==> src/design/rfc_pkg.sv <==
`timescale 1ns / 1ps

package rfc_pkg;

  localparam logic [15:0] CRC_INIT    = 16'hFFFF;
  localparam logic [15:0] CRC_POLY    = 16'hA001;
  localparam logic [8:0]  READ_LENGTH = 9'd8;
  localparam logic [8:0]  WRITE_EXTRA = 9'd9;
  localparam logic [8:0]  COUNT_MAX   = 9'd511;
  localparam logic [8:0]  LEN_BYTE_IDX = 9'd6;

  localparam logic [7:0] FC_READ_SINGLE = 8'h42;
  localparam logic [7:0] FC_READ_LO     = 8'h45;
  localparam logic [7:0] FC_READ_HI     = 8'h49;
  localparam logic [7:0] FC_WRITE_LO    = 8'h50;
  localparam logic [7:0] FC_WRITE_HI    = 8'h54;

  typedef enum logic [1:0] {
    VERDICT_OK       = 2'd0,
    VERDICT_BAD_ADDR = 2'd1,
    VERDICT_BAD_FUNC = 2'd2,
    VERDICT_BAD_CRC  = 2'd3
  } verdict_t;

  typedef struct packed {
    logic [7:0] rx_byte;
    logic       frame_start;
  } rfc_item_t;

  typedef struct packed {
    verdict_t   verdict;
    logic [7:0] function_code;
    logic       is_write;
    logic [8:0] frame_length;
  } rfc_result_t;

  function automatic logic is_read_code(input logic [7:0] c);
    return (c == FC_READ_SINGLE) || ((c >= FC_READ_LO) && (c <= FC_READ_HI));
  endfunction

  function automatic logic is_write_code(input logic [7:0] c);
    return (c >= FC_WRITE_LO) && (c <= FC_WRITE_HI);
  endfunction

  // Bit-wise reflected CRC-16 over one byte, unrolled by synthesis.
  function automatic logic [15:0] crc_byte(input logic [15:0] crc, input logic [7:0] b);
    logic [15:0] c;
    c = crc ^ {8'h00, b};
    for (int i = 0; i < 8; i++) begin
      c = c[0] ? ((c >> 1) ^ CRC_POLY) : (c >> 1);
    end
    return c;
  endfunction

endpackage

==> src/design/rfc_in_stage.sv <==
`timescale 1ns / 1ps

module rfc_in_stage (
  input  logic              clk,
  input  logic              rst_n,
  input  logic              in_valid,
  output logic              in_ready,
  input  rfc_pkg::rfc_item_t in_item,
  input  logic              s1_take,
  output logic              s1_valid,
  output rfc_pkg::rfc_item_t s1_item
);

  logic               valid_r, valid_nxt;
  rfc_pkg::rfc_item_t item_r;

  assign in_ready = !valid_r || s1_take;

  always_comb begin
    valid_nxt = valid_r;
    if (in_ready) begin
      valid_nxt = in_valid;
    end
  end

  always_ff @(posedge clk) begin
    if (!rst_n) begin
      valid_r <= 1'b0;
    end else begin
      valid_r <= valid_nxt;
    end
  end

  always_ff @(posedge clk) begin
    if (in_valid && in_ready) begin
      item_r <= in_item;
    end
  end

  assign s1_valid = valid_r;
  assign s1_item  = item_r;

endmodule

==> src/design/rfc_check_core.sv <==
`timescale 1ns / 1ps

module rfc_check_core #(
  parameter int MIN_FRAME = 8
) (
  input  logic                 clk,
  input  logic                 rst_n,
  input  logic                 s1_valid,
  input  rfc_pkg::rfc_item_t   s1_item,
  output logic                 s1_take,
  input  logic [7:0]           station_address,
  output logic                 out_valid,
  input  logic                 out_ready,
  output rfc_pkg::rfc_result_t out_result
);

  logic [8:0]  byte_count_r, byte_count_nxt;
  logic [15:0] running_crc_r, running_crc_nxt;
  logic [7:0]  address_seen_r, address_seen_nxt;
  logic [7:0]  command_seen_r, command_seen_nxt;
  logic [8:0]  expected_length_r, expected_length_nxt;
  logic        crc_low_match_r, crc_low_match_nxt;
  logic        verdict_given_r, verdict_given_nxt;
  logic        out_valid_r, out_valid_nxt;
  rfc_pkg::rfc_result_t result_r, result_nxt;

  logic       fire;
  logic [7:0] b;
  logic [8:0] cnt0;
  logic [9:0] idx_p2, idx_p1, exp_w;
  logic       wr, rd;

  assign s1_take = s1_valid && (!out_valid_r || out_ready);
  assign b       = s1_item.rx_byte;

  always_comb begin
    // a frame start clears the frame state before the byte is applied
    if (s1_item.frame_start) begin
      cnt0                = '0;
      running_crc_nxt     = rfc_pkg::CRC_INIT;
      address_seen_nxt    = '0;
      command_seen_nxt    = '0;
      expected_length_nxt = '0;
      crc_low_match_nxt   = 1'b0;
      verdict_given_nxt   = 1'b0;
    end else begin
      cnt0                = byte_count_r;
      running_crc_nxt     = running_crc_r;
      address_seen_nxt    = address_seen_r;
      command_seen_nxt    = command_seen_r;
      expected_length_nxt = expected_length_r;
      crc_low_match_nxt   = crc_low_match_r;
      verdict_given_nxt   = verdict_given_r;
    end
    byte_count_nxt = cnt0;
    fire           = 1'b0;
    result_nxt     = '0;
    idx_p2         = {1'b0, cnt0} + 10'd2;
    idx_p1         = {1'b0, cnt0} + 10'd1;
    exp_w          = '0;
    wr             = 1'b0;
    rd             = 1'b0;

    if (!verdict_given_nxt) begin
      if (cnt0 == 9'd0) begin
        address_seen_nxt = b;
      end else if (cnt0 == 9'd1) begin
        command_seen_nxt = b;
        if (rfc_pkg::is_read_code(b)) begin
          expected_length_nxt = rfc_pkg::READ_LENGTH;
        end
      end else if (cnt0 == rfc_pkg::LEN_BYTE_IDX && rfc_pkg::is_write_code(command_seen_nxt)) begin
        expected_length_nxt = {1'b0, b} + rfc_pkg::WRITE_EXTRA;
      end

      exp_w = {1'b0, expected_length_nxt};
      if (expected_length_nxt == 9'd0 || idx_p2 < exp_w) begin
        running_crc_nxt = rfc_pkg::crc_byte(running_crc_nxt, b);
      end else if (idx_p2 == exp_w) begin
        crc_low_match_nxt = (b == running_crc_nxt[7:0]);
      end else if (idx_p1 == exp_w) begin
        crc_low_match_nxt = crc_low_match_nxt && (b == running_crc_nxt[15:8]);
      end

      if (cnt0 != rfc_pkg::COUNT_MAX) begin
        byte_count_nxt = cnt0 + 9'd1;
      end

      wr = rfc_pkg::is_write_code(command_seen_nxt);
      rd = rfc_pkg::is_read_code(command_seen_nxt);
      result_nxt.function_code = command_seen_nxt;
      if (byte_count_nxt >= 9'(MIN_FRAME) && byte_count_nxt >= 9'd2) begin
        if (address_seen_nxt != station_address) begin
          fire               = 1'b1;
          result_nxt.verdict = rfc_pkg::VERDICT_BAD_ADDR;
        end else if (!wr && !rd) begin
          fire               = 1'b1;
          result_nxt.verdict = rfc_pkg::VERDICT_BAD_FUNC;
        end else if (expected_length_nxt != 9'd0 && byte_count_nxt >= expected_length_nxt) begin
          fire                    = 1'b1;
          result_nxt.verdict      = crc_low_match_nxt ? rfc_pkg::VERDICT_OK
                                                      : rfc_pkg::VERDICT_BAD_CRC;
          result_nxt.is_write     = wr;
          result_nxt.frame_length = expected_length_nxt;
        end
      end
      if (fire) begin
        verdict_given_nxt = 1'b1;
      end
    end

    out_valid_nxt = out_valid_r && !out_ready;
    if (s1_take && fire) begin
      out_valid_nxt = 1'b1;
    end
  end

  always_ff @(posedge clk) begin
    if (!rst_n) begin
      byte_count_r      <= '0;
      running_crc_r     <= rfc_pkg::CRC_INIT;
      address_seen_r    <= '0;
      command_seen_r    <= '0;
      expected_length_r <= '0;
      crc_low_match_r   <= 1'b0;
      verdict_given_r   <= 1'b1;
      out_valid_r       <= 1'b0;
    end else begin
      out_valid_r <= out_valid_nxt;
      if (s1_take) begin
        byte_count_r      <= byte_count_nxt;
        running_crc_r     <= running_crc_nxt;
        address_seen_r    <= address_seen_nxt;
        command_seen_r    <= command_seen_nxt;
        expected_length_r <= expected_length_nxt;
        crc_low_match_r   <= crc_low_match_nxt;
        verdict_given_r   <= verdict_given_nxt;
      end
    end
  end

  always_ff @(posedge clk) begin
    if (s1_take && fire) begin
      result_r <= result_nxt;
    end
  end

  assign out_valid  = out_valid_r;
  assign out_result = result_r;

`ifndef SYNTHESIS
  // rejected frames carry no write flag and no length
  a_reject_no_len: assert property (@(posedge clk) disable iff (!rst_n)
    out_valid_r && (result_r.verdict == rfc_pkg::VERDICT_BAD_ADDR ||
                    result_r.verdict == rfc_pkg::VERDICT_BAD_FUNC)
    |-> (!result_r.is_write && result_r.frame_length == 9'd0))
    else $error("rejected frame carries length or write flag");

  a_judged_len: assert property (@(posedge clk) disable iff (!rst_n)
    out_valid_r && (result_r.verdict == rfc_pkg::VERDICT_OK ||
                    result_r.verdict == rfc_pkg::VERDICT_BAD_CRC)
    |-> (result_r.frame_length >= rfc_pkg::READ_LENGTH))
    else $error("checksum verdict without a valid frame length");

  a_write_len: assert property (@(posedge clk) disable iff (!rst_n)
    out_valid_r && result_r.is_write |-> result_r.frame_length >= rfc_pkg::WRITE_EXTRA)
    else $error("write frame shorter than its fixed part");

  a_one_verdict: assert property (@(posedge clk) disable iff (!rst_n)
    s1_take && fire |=> verdict_given_r)
    else $error("verdict issued but frame not closed");

  a_no_drop: assert property (@(posedge clk) disable iff (!rst_n)
    out_valid_r && !out_ready |-> !s1_take)
    else $error("request consumed while result stalled");
`endif

endmodule

==> src/design/rtu_request_frame_checker_unit.sv <==
`timescale 1ns / 1ps

// Modbus-RTU request frame checker. Takes one received byte per request
// (in_frame_start marks the first byte of a frame) and returns one verdict
// per frame: accepted, wrong station address, unknown function code or
// checksum mismatch, together with the function code, the write flag and
// the expected frame length. Throughput is one byte per clock; input
// stalls only while a verdict waits on out_ready. A byte goes through an
// input register and the checker stage, whose combinational CRC-16 byte
// update sets the clock path and which registers the verdict. The user
// must write the station address through the cfg port only while no
// frame is in flight; the block itself does not enforce this.
module rtu_request_frame_checker_unit #(
  parameter int MIN_FRAME = 8
) (
  input  logic       clk,
  input  logic       rst_n,
  input  logic       in_valid,
  output logic       in_ready,
  input  logic [7:0] in_rx_byte,
  input  logic       in_frame_start,
  output logic       out_valid,
  input  logic       out_ready,
  output logic [1:0] out_verdict,
  output logic [7:0] out_function_code,
  output logic       out_is_write,
  output logic [8:0] out_frame_length,
  input  logic       cfg_valid,
  output logic       cfg_ready,
  input  logic [7:0] cfg_station_address
);

  logic [7:0]           station_address_r;
  rfc_pkg::rfc_item_t   in_item, s1_item;
  rfc_pkg::rfc_result_t result;
  logic                 s1_valid, s1_take;

  assign cfg_ready = 1'b1;

  always_ff @(posedge clk) begin
    if (!rst_n) begin
      station_address_r <= '0;
    end else if (cfg_valid && cfg_ready) begin
      station_address_r <= cfg_station_address;
    end
  end

  assign in_item.rx_byte     = in_rx_byte;
  assign in_item.frame_start = in_frame_start;

  rfc_in_stage u_in_stage (
    .clk      (clk),
    .rst_n    (rst_n),
    .in_valid (in_valid),
    .in_ready (in_ready),
    .in_item  (in_item),
    .s1_take  (s1_take),
    .s1_valid (s1_valid),
    .s1_item  (s1_item)
  );

  rfc_check_core #(
    .MIN_FRAME (MIN_FRAME)
  ) u_check_core (
    .clk             (clk),
    .rst_n           (rst_n),
    .s1_valid        (s1_valid),
    .s1_item         (s1_item),
    .s1_take         (s1_take),
    .station_address (station_address_r),
    .out_valid       (out_valid),
    .out_ready       (out_ready),
    .out_result      (result)
  );

  assign out_verdict       = result.verdict;
  assign out_function_code = result.function_code;
  assign out_is_write      = result.is_write;
  assign out_frame_length  = result.frame_length;

endmodule

==> config.mk <==
export PLATFORM = sky130hd
export DESIGN_NAME = rtu_request_frame_checker_unit
export DESIGN_NICKNAME = d
export VERILOG_FILES = /design/src/design/rfc_pkg.sv /design/src/design/rfc_in_stage.sv /design/src/design/rfc_check_core.sv /design/src/design/rtu_request_frame_checker_unit.sv
export SDC_FILE = /design/constraint.sdc
export NUM_CORES = 1
export LEC_CHECK = 0
export BUFFER_PORTS_ARGS = -buffer_cell sky130_fd_sc_hd__buf_2
export CORE_ASPECT_RATIO = 1.5
export CORE_UTILIZATION = 55
export DETAILED_ROUTE_END_ITERATION = 8
export PLACE_DENSITY = 0.75
export SETUP_SLACK_MARGIN = 0.3
export SKIP_CTS_REPAIR_TIMING = 1
export SLEW_MARGIN = 5
export SYNTH_ARGS = -nofsm -noshare
export SYNTH_HDL_FRONTEND = slang
export SYNTH_SLANG_ARGS = --single-unit
export TNS_END_PERCENT = 1
==> constraint.sdc <==
create_clock -name clk -period 6.5 [get_ports clk]
set_input_delay 0.65 -clock clk [delete_from_list [all_inputs] [get_ports clk]]
set_output_delay 0.65 -clock clk [all_outputs]
set_load 0.03 [all_outputs]
# After elaboration in Yosys (flattened, before gate mapping)

Index checks and enable logic that the tools add are counted.

Add/sub/neg operators: 4
$lt $le $gt $ge: 12
Reductions and logical operators: 29
Bitwise operators: 11
Mux-type cells: 51
Equality and inequality tests: 10

Operators by type and width:

| cell                   | number |
|---|---|
| $mux W16               | 11 |
| $mux W9                | 11 |
| $mux W8                | 9 |
| $ge A8 B7 Y1 const B   | 4 |
| $le A8 B7 Y1 const B   | 4 |
| $not A2 Y3             | 8 |
| $eq A10 B9 Y1          | 2 |
| $logic_not A9 Y1       | 2 |
| $mux W1                | 17 |
| $eq A8 B7 Y1 const B   | 2 |
| $eq A8 B8 Y1           | 2 |
| $xor A16 B8 Y16        | 1 |
| $logic_and A1 B1 Y1    | 13 |
| $add A9 B1 Y10 const B | 1 |
| $add A9 B2 Y10 const B | 1 |
| $lt A10 B9 Y1          | 1 |
| $add A8 B4 Y9 const B  | 1 |
| $add A9 B1 Y9 const B  | 1 |
| $eq A9 B1 Y1 const B   | 1 |
| $eq A9 B3 Y1 const B   | 1 |
| $ge A9 B2 Y1 const B   | 1 |
| $ge A9 B4 Y1 const B   | 1 |
| $ge A9 B9 Y1           | 1 |
| $ne A9 B9 Y1 const B   | 1 |
| 9 further kinds        | 20 |

Input port bits: 22
Word-level logic and storage cells: 134
Output and inout port bits: 23
Bits in registers: 91

# Logic depth before layout (Yosys ltp)

Gate-level depths: netlist (run 1).

Word-level depth: 20
Depth in mapped cells: 26
Mapped depth without buffers: 21

# Hierarchy

A second synthesis (run 1) with hierarchy kept.

Cell total of the unflattened synthesis: 661
Area, all modules: 6,113.4 µm²

Modules (own cells, without submodules):

| module                         | cells an instance | instances | seq. area each (µm²) | area each (µm²) |
|---|---|---|---|---|
| rfc_check_core                 | 620               | 1         | 1,661.6              | 5,472.7 |
| rfc_in_stage                   | 14                | 1         | 290.3                | 327.8 |
| rtu_request_frame_checker_unit | 27                | 1         | 160.2                | 312.8 |

# Least setup slack after synthesis (run 1)

OpenSTA, ideal clock, no wires.

Path kind: register to register
Start point: register u_in_stage.item_r (netlist bit u_in_stage.s1_item[0])
End point: register u_check_core.result_r (netlist bit u_check_core.out_result[0]) (enable)
Buffers on the path: 5
Clock period less this slack: 5.679 ns
Stages on the path, launching flop included: 24
Required time: 6.103 ns
Setup slack: 0.821 ns
Arrival: 5.283 ns
Setup time: 0.397 ns
Cell sequence: edfxtp_1 -> buf_2 -> buf_1 -> buf_1 -> clkbuf_1 -> clkbuf_1 -> nor2b_1 -> inv_1 -> ha_1 -> or4b_1 -> a311o_1 -> o41a_1 -> and3_1 -> inv_1 -> ha_1 -> nand2b_1 -> a21o_1 -> a21oi_1 -> nor2b_1 -> o2111ai_1 -> a21oi_1 -> o21ai_0 -> a31o_2 -> nor2_1

Word-level cells in the longest chain between the ends: 17
Elaborated cells between the ends (all ways): 51
Classes of those cells: 1 x add/sub; 9 x order compare; 5 x eq/ne; 23 x mux; 13 x reduce/logical

RTL lines:

| what                                               | RTL line              | source |
|---|---|---|
| from (decl)                                        | rfc_in_stage.sv:15    | `rfc_pkg::rfc_item_t item_r;` |
| from (signal assigned)                             | rfc_in_stage.sv:36    | `item_r <= in_item;` |
| $mux W8                                            | rfc_check_core.sv:38  | `if (s1_item.frame_start) begin` |
| $ge A8 B7 Y1 or $le A8 B7 Y1 (tied branches)       | rfc_pkg.sv:42         | `return (c >= FC_WRITE_LO) && (c <= FC_WRITE_HI);` |
| $logic_and A1 B1 Y1                                | rfc_pkg.sv:42         |  |
| $logic_and A1 B1 Y1                                | rfc_check_core.sv:72  | `end else if (cnt0 == rfc_pkg::LEN_BYTE_IDX && rfc_pkg::is_write_code(command_seen_nxt)) begin` |
| $mux W9                                            | rfc_check_core.sv:72  |  |
| $mux W9                                            | rfc_check_core.sv:67  | `end else if (cnt0 == 9'd1) begin` |
| $mux W9                                            | rfc_check_core.sv:65  | `if (cnt0 == 9'd0) begin` |
| $mux W9                                            | rfc_check_core.sv:64  | `if (!verdict_given_nxt) begin` |
| $ge A9 B9 Y1 or $reduce_bool A9 Y1 (tied branches) | rfc_check_core.sv:99  | `end else if (expected_length_nxt != 9'd0 && byte_count_nxt >= expected_length_nxt) begin` |
| $logic_and A1 B1 Y1                                | rfc_check_core.sv:99  |  |
| $mux W1                                            | rfc_check_core.sv:99  |  |
| $mux W1                                            | rfc_check_core.sv:96  | `end else if (!wr && !rd) begin` |
| $mux W1                                            | rfc_check_core.sv:93  | `if (address_seen_nxt != station_address) begin` |
| $mux W1                                            | rfc_check_core.sv:92  | `if (byte_count_nxt >= 9'(MIN_FRAME) && byte_count_nxt >= 9'd2) begin` |
| $mux W1                                            | rfc_check_core.sv:64  |  |
| $mux W1 *                                          | rfc_check_core.sv:64  |  |
| $logic_and A1 B1 Y1 *                              | rfc_check_core.sv:143 | `if (s1_take && fire) begin` |
| to (signal assigned)                               | rfc_check_core.sv:144 | `result_r <= result_nxt;` |
| to (decl)                                          | rfc_check_core.sv:25  | `rfc_pkg::rfc_result_t result_r, result_nxt;` |

Mark *: on every way between the ends. The rest lies on a longest branch, timed or not. The select of a mux whose other input is x is not followed.
A chain may end at the register's enable or synchronous reset.

# Final worst setup path (run 1)

Start point: register u_in_stage.item_r (netlist bit u_in_stage.s1_item[0])
End point: register u_check_core.result_r (netlist bit u_check_core.out_result[6]) (enable)

The elaborated chain is that of the path after synthesis.

==> results of run 1 <==
cells in the mapped netlist (13+ instances only):
| cell type | n |
|---|---|
| nor2b_1 | 34 |
| nand3_1 | 15 |
| a21oi_1 | 20 |
| nand2_1 | 80 |
| o21ai_0 | 28 |
| dfxtp_1 | 62 |
| a22oi_1 | 28 |
| xnor2_1 | 35 |
| o211ai_1 | 13 |
| xor2_1 | 19 |
| ha_1 | 32 |
| o211a_1 | 14 |
| nor2_1 | 54 |
| inv_1 | 27 |
| clkbuf_1 | 30 |
| edfxtp_1 | 29 |
worst paths after layout:
check | startpoint | slack (ns) | end
worst max-delay path | u_in_stage.s1_item[0] | 1.01 | u_check_core.out_result[6]
worst min-delay path | u_check_core.running_crc_r[2] | 0.48 | u_check_core.running_crc_r[2]
worst max register to register | u_in_stage.s1_item[0] | 1.01 | u_check_core.out_result[6]
worst min register to register | u_check_core.running_crc_r[2] | 0.48 | u_check_core.running_crc_r[2]
state kept, by name (all words and copies together), names as in the netlist, 8 cells and up:
signal and cells:
u_check_core.command_seen_r 8, u_check_core.expected_length_r 9, u_check_core.address_seen_r 8, u_check_core.out_result 20, u_check_core.byte_count_r 9, u_in_stage.s1_item 9
u_check_core.running_crc_r 16, station_address_r 8
critical path, stage by stage, from the launching register on:
cell	delay [ns]
edfxtp_1	0.63
inv_1	0.15
nand2_1	0.13
inv_1	0.16
ha_1	0.23
or4b_4	0.53
nand2_1	0.24
o211a_1	0.40
a21oi_1	0.16
nor2_1	0.31
ha_1	0.20
a21o_1	0.11
a21oi_1	0.06
nor2b_1	0.11
o2111ai_1	0.11
a21oi_1	0.15
o21ai_0	0.25
a31o_2	0.36
nor2_1	0.56
buf_4	0.33
stage by stage:
stage               cell area (sq um)  cells  hold slack [ns]
floorplan                        6150    712            0.446
global route                     6690    874            0.477
CTS                              6690    874            0.471
global placement                 6380    858            0.465
finish                           6690    874            0.478
detailed placement               6380    858            0.465
report_power, final:
group | leakage (nW) | switching [W] | internal, W
sequential | 0.751 | 0.0000397 | 0.000608
clock | 0.149 | 0.000233 | 0.000302
combinational | 1.68 | 0.000154 | 0.000104
total | 2.58 | 0.000427 | 0.00101
logic make-up (layout without fill, tap and decap cells):
kind of cell | after synthesis | count (layout) | synth area share (%)
other | 1 | 1 | 0.0609
flip-flops | 91 | 91 | 34.3
AND/OR/NAND/NOR | 257 | 257 | 21.3
AO/OA/AOI/OAI | 186 | 186 | 22.1
adder cells (fa/ha/maj) | 32 | 32 | 6.51
buffers and inverters | 77 | 95 | 5.39
XOR/XNOR | 55 | 55 | 8.07
multiplexers | 13 | 13 | 2.24
cell type report:
type	count	area, sq um
Sequential cell	91	2110
Multi-Input combinational cell	544	3710
Fill cell	946	4020
Clock buffer	9	225
Clock inverter	7	76.3
Tap cell	144	180
Inverter	28	105
Timing Repair Buffer	51	275
cells in the final DEF, fill, tap and decap left out, types with 9 or more instances in the layout:
| cell type | instances |
|---|---|
| o211ai_1 | 13 |
| mux2i_1 | 10 |
| buf_2 | 43 |
| ha_1 | 32 |
| nor3_1 | 12 |
| o21ai_0 | 28 |
| nor2b_1 | 34 |
| xnor2_1 | 35 |
| clkbuf_16 | 9 |
| xor2_1 | 19 |
| dfxtp_1 | 62 |
| nor2_1 | 53 |
| edfxtp_1 | 29 |
| a22oi_1 | 28 |
| nand3_1 | 15 |
| inv_1 | 27 |
| a21boi_0 | 11 |
| nand2_1 | 80 |
| o211a_1 | 14 |
| o22ai_1 | 12 |
| a21oi_1 | 20 |
routing by layer:
| layer | up-vias | part of all wire, % | routed length (microns) | GRT usage [%] |
|---|---|---|---|---|
| met2 | 195 | 52 | 8780 | 52.2 |
| met5 | - | 0 | 0 | 0 |
| li1 | 2592 | - | - | - |
| met4 | 0 | 4.5 | 761 | 15.7 |
| met3 | 58 | 4.6 | 776 | 4.96 |
| met1 | 2558 | 39 | 6730 | 35.3 |
==> flow_metrics.env, run 1 <==
export IMPL_status="complete, no violations"
export IMPL_clk_path_buf_depth=2
export IMPL_cellLeakagePower_nw=2.58
export IMPL_hpwl_microns=12400
export IMPL_synthTopCellsByArea="dfxtp_1 (20%), edfxtp_1 (14%), ha_1 (6.5%), xnor2_1 (5.0%), nand2_1 (4.9%)"
export IMPL_synth_cells=712
export IMPL_cts_tree="built"
export IMPL_worstHoldPathCells=2
export IMPL_fin_skew_ns=0.00916
export IMPL_path_class="register to register"
export IMPL_numCtsBuffers=9
export IMPL_synth_top_area_cell="dfxtp_1"
export IMPL_relSlewSlack_pct=28.9
export IMPL_synth_top_area_share_pct=20.2
export IMPL_h_tree_depth=3
export IMPL_num_rows=46
export IMPL_wirelength_microns=17000
export IMPL_rsz0062_at_grt="no"
export IMPL_cp_required_ns=6.54
export IMPL_grt_pass1_vias=5184
export IMPL_cap_violations=0
export IMPL_antenna_found_initial=0
export IMPL_die_y_microns=132
export IMPL_coreArea_sq_um=10700
export IMPL_cts_sinks=91
export IMPL_clk_latency_ns=0.35
export IMPL_drc_errors=0
export IMPL_fin_crit_ns=5.49
export IMPL_tightest_slew_ns=1.07
export IMPL_top_level_ports=45
export IMPL_syn_to_final_growth_pct=8.66
export IMPL_cp_max_fo=18
export IMPL_hold_class="register to register"
export IMPL_synth_area_per_cell_sq_um=8.64
export IMPL_drt_iter0_drc=403
export IMPL_place_ws_ns=1.12
export IMPL_critPathCaptureType="register"
export IMPL_fin_setup_tns_ns=0
export IMPL_async_flop_share_pct=0
export IMPL_grt_overflow=0
export IMPL_grt_max_degree=63
export IMPL_vias=5403
export IMPL_synth_seq_cells=91
export IMPL_die_w_microns=88.4
export IMPL_diodes=0
export IMPL_worst_setup_path_start_kind="register"
export IMPL_max_freq_mhz=182
export IMPL_clk_pin_slew_ns=0.07
export IMPL_finalWorstSetupSlack_ns=1.01
export IMPL_first_pass_iters=5
export IMPL_finalHoldViolCount=0
export IMPL_grt_total_usage_pct=30.4
export IMPL_cts_root_buf="clkbuf_16"
export IMPL_post_drt_wl_per_cell_microns=19.5
export IMPL_synth_ff_type="dfxtp_1"
export IMPL_syn_num_nets=766
export IMPL_drive_gt1_share_pct=11.8
export IMPL_finalSetupViolCount=0
export IMPL_netlist_area_sq_um=6150
export IMPL_ant_nets=0
export IMPL_slew_violations=0
export IMPL_critPathArrivalTime_ns=5.53
export IMPL_finalCritPeriodShare_pct=84.4
export IMPL_gp_congestion=0.963
export IMPL_fin_util_pct=62.5
export IMPL_die_area_sq_um=11600
export IMPL_grt_pass1_wl_microns=27000
export IMPL_start_util_pct=57.5
export IMPL_peakVddDrop_mv=0.187
export IMPL_powerDensity_nw_per_um2=215
export IMPL_port_buffers=43
export IMPL_finalPower_w=0.00144
export IMPL_synth_cell_type_count=82
export IMPL_synth_edff_count=29
export IMPL_nets=779
export IMPL_ff2ff_path_depth=19
export IMPL_ys_warn_count=0
export IMPL_yosysSeqAreaShare_pct=34.3
export IMPL_vias_per_cell=6.18
Note: power is estimated with default switching activity, not from simulation.
==> run 2: changes to the inputs <==
- ABC_AREA: not set -> 1
- clock period: 6.5 -> 5.2 ns (I/O delays scaled with it)
==> flow_metrics.env, run 2 <==
export IMPL_status="complete, no violations"
export IMPL_layout_common_cells="nand2_1 (176), inv_1 (107), nor2_1 (93)"
export IMPL_max_freq_mhz=218
export IMPL_cp_startpoint="u_in_stage.s1_item[0]"
export IMPL_vias=5744
export IMPL_placed_area_sq_um=6600
export IMPL_powerDensity_nw_per_um2=279
export IMPL_synth_edff_count=29
export IMPL_syn_to_final_growth_pct=9.14
export IMPL_path_class="register to register"
export IMPL_slew_violations=0
export IMPL_ant_nets=0
export IMPL_grt_overflow=0
export IMPL_relSlewSlack_pct=57.9
export IMPL_wirelength_microns=16300
export IMPL_finalHoldViolCount=0
export IMPL_synth_cells=872
export IMPL_synth_common_cells="nand2_1 (176), inv_1 (108), nor2_1 (95), dfxtp_1 (62), a21oi_1 (52)"
export IMPL_synth_cell_type_count=46
export IMPL_diodes=0
export IMPL_cts_root_buf="clkbuf_16"
export IMPL_grt_pass1_wl_microns=26700
export IMPL_synth_top_area_cell="dfxtp_1"
export IMPL_cap_violations=0
export IMPL_fin_skew_ns=0.00718
export IMPL_clk_latency_ns=0.35
export IMPL_grt_total_usage_pct=29.9
export IMPL_fin_setup_tns_ns=0
export IMPL_critPathArrivalTime_ns=4.56
export IMPL_clk_path_buf_depth=2
export IMPL_cts_sinks=91
export IMPL_design_area_sq_um=6890
export IMPL_hpwl_microns=12400
export IMPL_num_rows=47
export IMPL_synth_area_per_cell_sq_um=7.24
export IMPL_finalCritPeriodShare_pct=88.2
export IMPL_grt_pass1_vias=5474
export IMPL_async_flop_share_pct=0
export IMPL_final_common_cell="nand2_1"
export IMPL_cp_required_ns=5.18
export IMPL_port_buffers=43
export IMPL_antenna_found_initial=0
export IMPL_synthTopCellsByArea="dfxtp_1 (20%), edfxtp_1 (14%), nand2_1 (10%), inv_1 (6.4%), ha_1 (6.3%)"
export IMPL_reg2reg_from="u_in_stage.s1_item[0]"
export IMPL_drc_errors=0
export IMPL_synth_ff_type="dfxtp_1"
export IMPL_rsz0062_at_grt="yes"
export IMPL_ys_warn_count=0
export IMPL_worst_setup_path_start_kind="register"
export IMPL_drive_gt1_share_pct=14.8
export IMPL_critPathCaptureType="register"
export IMPL_cts_tree="built"
export IMPL_tightest_slew_ns=0.630
export IMPL_top_level_ports=45
export IMPL_yosysSeqAreaShare_pct=33.5
export IMPL_nets=957
export IMPL_start_util_pct=56.8
export IMPL_syn_num_nets=926
export IMPL_holdCritStartpoint="in_rx_byte[4]"
export IMPL_post_drt_wl_per_cell_microns=15.5
export IMPL_fin_crit_ns=4.59
export IMPL_finalSetupViolCount=0
export IMPL_largest_reg_flops=20
export IMPL_cp_max_fo=25
export IMPL_gp_congestion=1.00
export IMPL_h_tree_depth=3
export IMPL_peakVddDrop_mv=0.225
export IMPL_cellLeakagePower_nw=3.30
export IMPL_synth_seq_cells=91
export IMPL_finalWorstSetupSlack_ns=0.612
export IMPL_place_ws_ns=0.506
export IMPL_first_pass_iters=5
export IMPL_synth_top_area_share_pct=19.7
export IMPL_die_y_microns=133
export IMPL_netlist_area_sq_um=6310
export IMPL_drt_iter0_drc=252
export IMPL_numCtsBuffers=9
export IMPL_coreArea_sq_um=11100
export IMPL_clk_pin_slew_ns=0.07
export IMPL_yosysMostFrequentCell="nand2_1"
export IMPL_die_w_microns=89.5
export IMPL_grt_max_degree=53
export IMPL_vias_per_cell=5.44
export IMPL_die_area_sq_um=11900
export IMPL_hold_class="primary input to register"
[run 2: cell families after synthesis]
group	Yosys count	synth area share, %
compound gates	159	14.0
other cells	1	0.0594
buf+inv	151	9.99
flops	91	33.5
fa+ha+maj	32	6.34
xor+xnor	46	6.38
simple gates	392	29.8
[run 2: routing by layer]
metal	share of wire, %	vias to the layer above	routed length, microns	track usage [%]
met1	38	2640	6190	32.9
met3	4.2	62	687	4.46
met2	51	179	8370	51.6
li1	-	2863	-	-
met4	6.7	0	1100	20.2
met5	0	-	0	0
[run 2: worst paths after layout]
kind / end / slack [ns] / cells past startpoint
setup / recovery: u_check_core.out_result[14] / 0.61 / 21
hold / removal: u_in_stage.s1_item[5] / 0.35 / 1
setup reg to reg: u_check_core.out_result[14] / 0.61 / 21
hold reg to reg: u_check_core.running_crc_r[11] / 0.47 / 2
[run 2: where the power goes]
group / total [W] / switching [W] / internal [W]
Sequential: 0.000804 / 0.0000322 / 0.000772
Clock: 0.000655 / 0.000283 / 0.000372
Combinational: 0.000463 / 0.000312 / 0.000152
Total: 0.00192 / 0.000627 / 0.00130
[run 2: metrics by stage]
step / hold slack, ns / total power (W) / std cells / util, %
3_5_place_dp: 0.454 / 0.00128 / 1039 / 59.4
2_1_floorplan: 0.439 / 0.00118 / 872 / -
6_report: 0.346 / 0.00192 / 1055 / 62.0
4_1_cts: 0.347 / 0.00192 / 1055 / 61.9
5_1_grt: 0.341 / 0.00202 / 1055 / 62.0
3_3_place_gp: 0.449 / 0.00127 / 1039 / 59.4
[run 2: final cells by class]
cell class	instances	area (sq um)
Fill cell	1033	4230
Multi-Input combinational cell	630	3570
Sequential cell	91	2110
Inverter	121	465
Timing Repair Buffer	50	268
Clock buffer	11	233
Tap cell	147	184
Clock inverter	5	52.6
[run 2: worst max-delay path, stage by stage, from the launching register on]
cell and delay (ns):
edfxtp_1 0.65, inv_8 0.29, nand2_2 0.15, nor2_1 0.15
nand2_1 0.10, nor3_1 0.23, nand3_1 0.15, inv_1 0.09
ha_1 0.33, inv_1 0.16, o21ai_0 0.33, ha_1 0.32
a21oi_1 0.13, nand2_1 0.07, nand3_1 0.06, nand2_1 0.05
a21oi_1 0.12, o21bai_1 0.07, nand2_1 0.13, nand3_2 0.10
nand2_1 0.14, clkinvlp_4 0.38
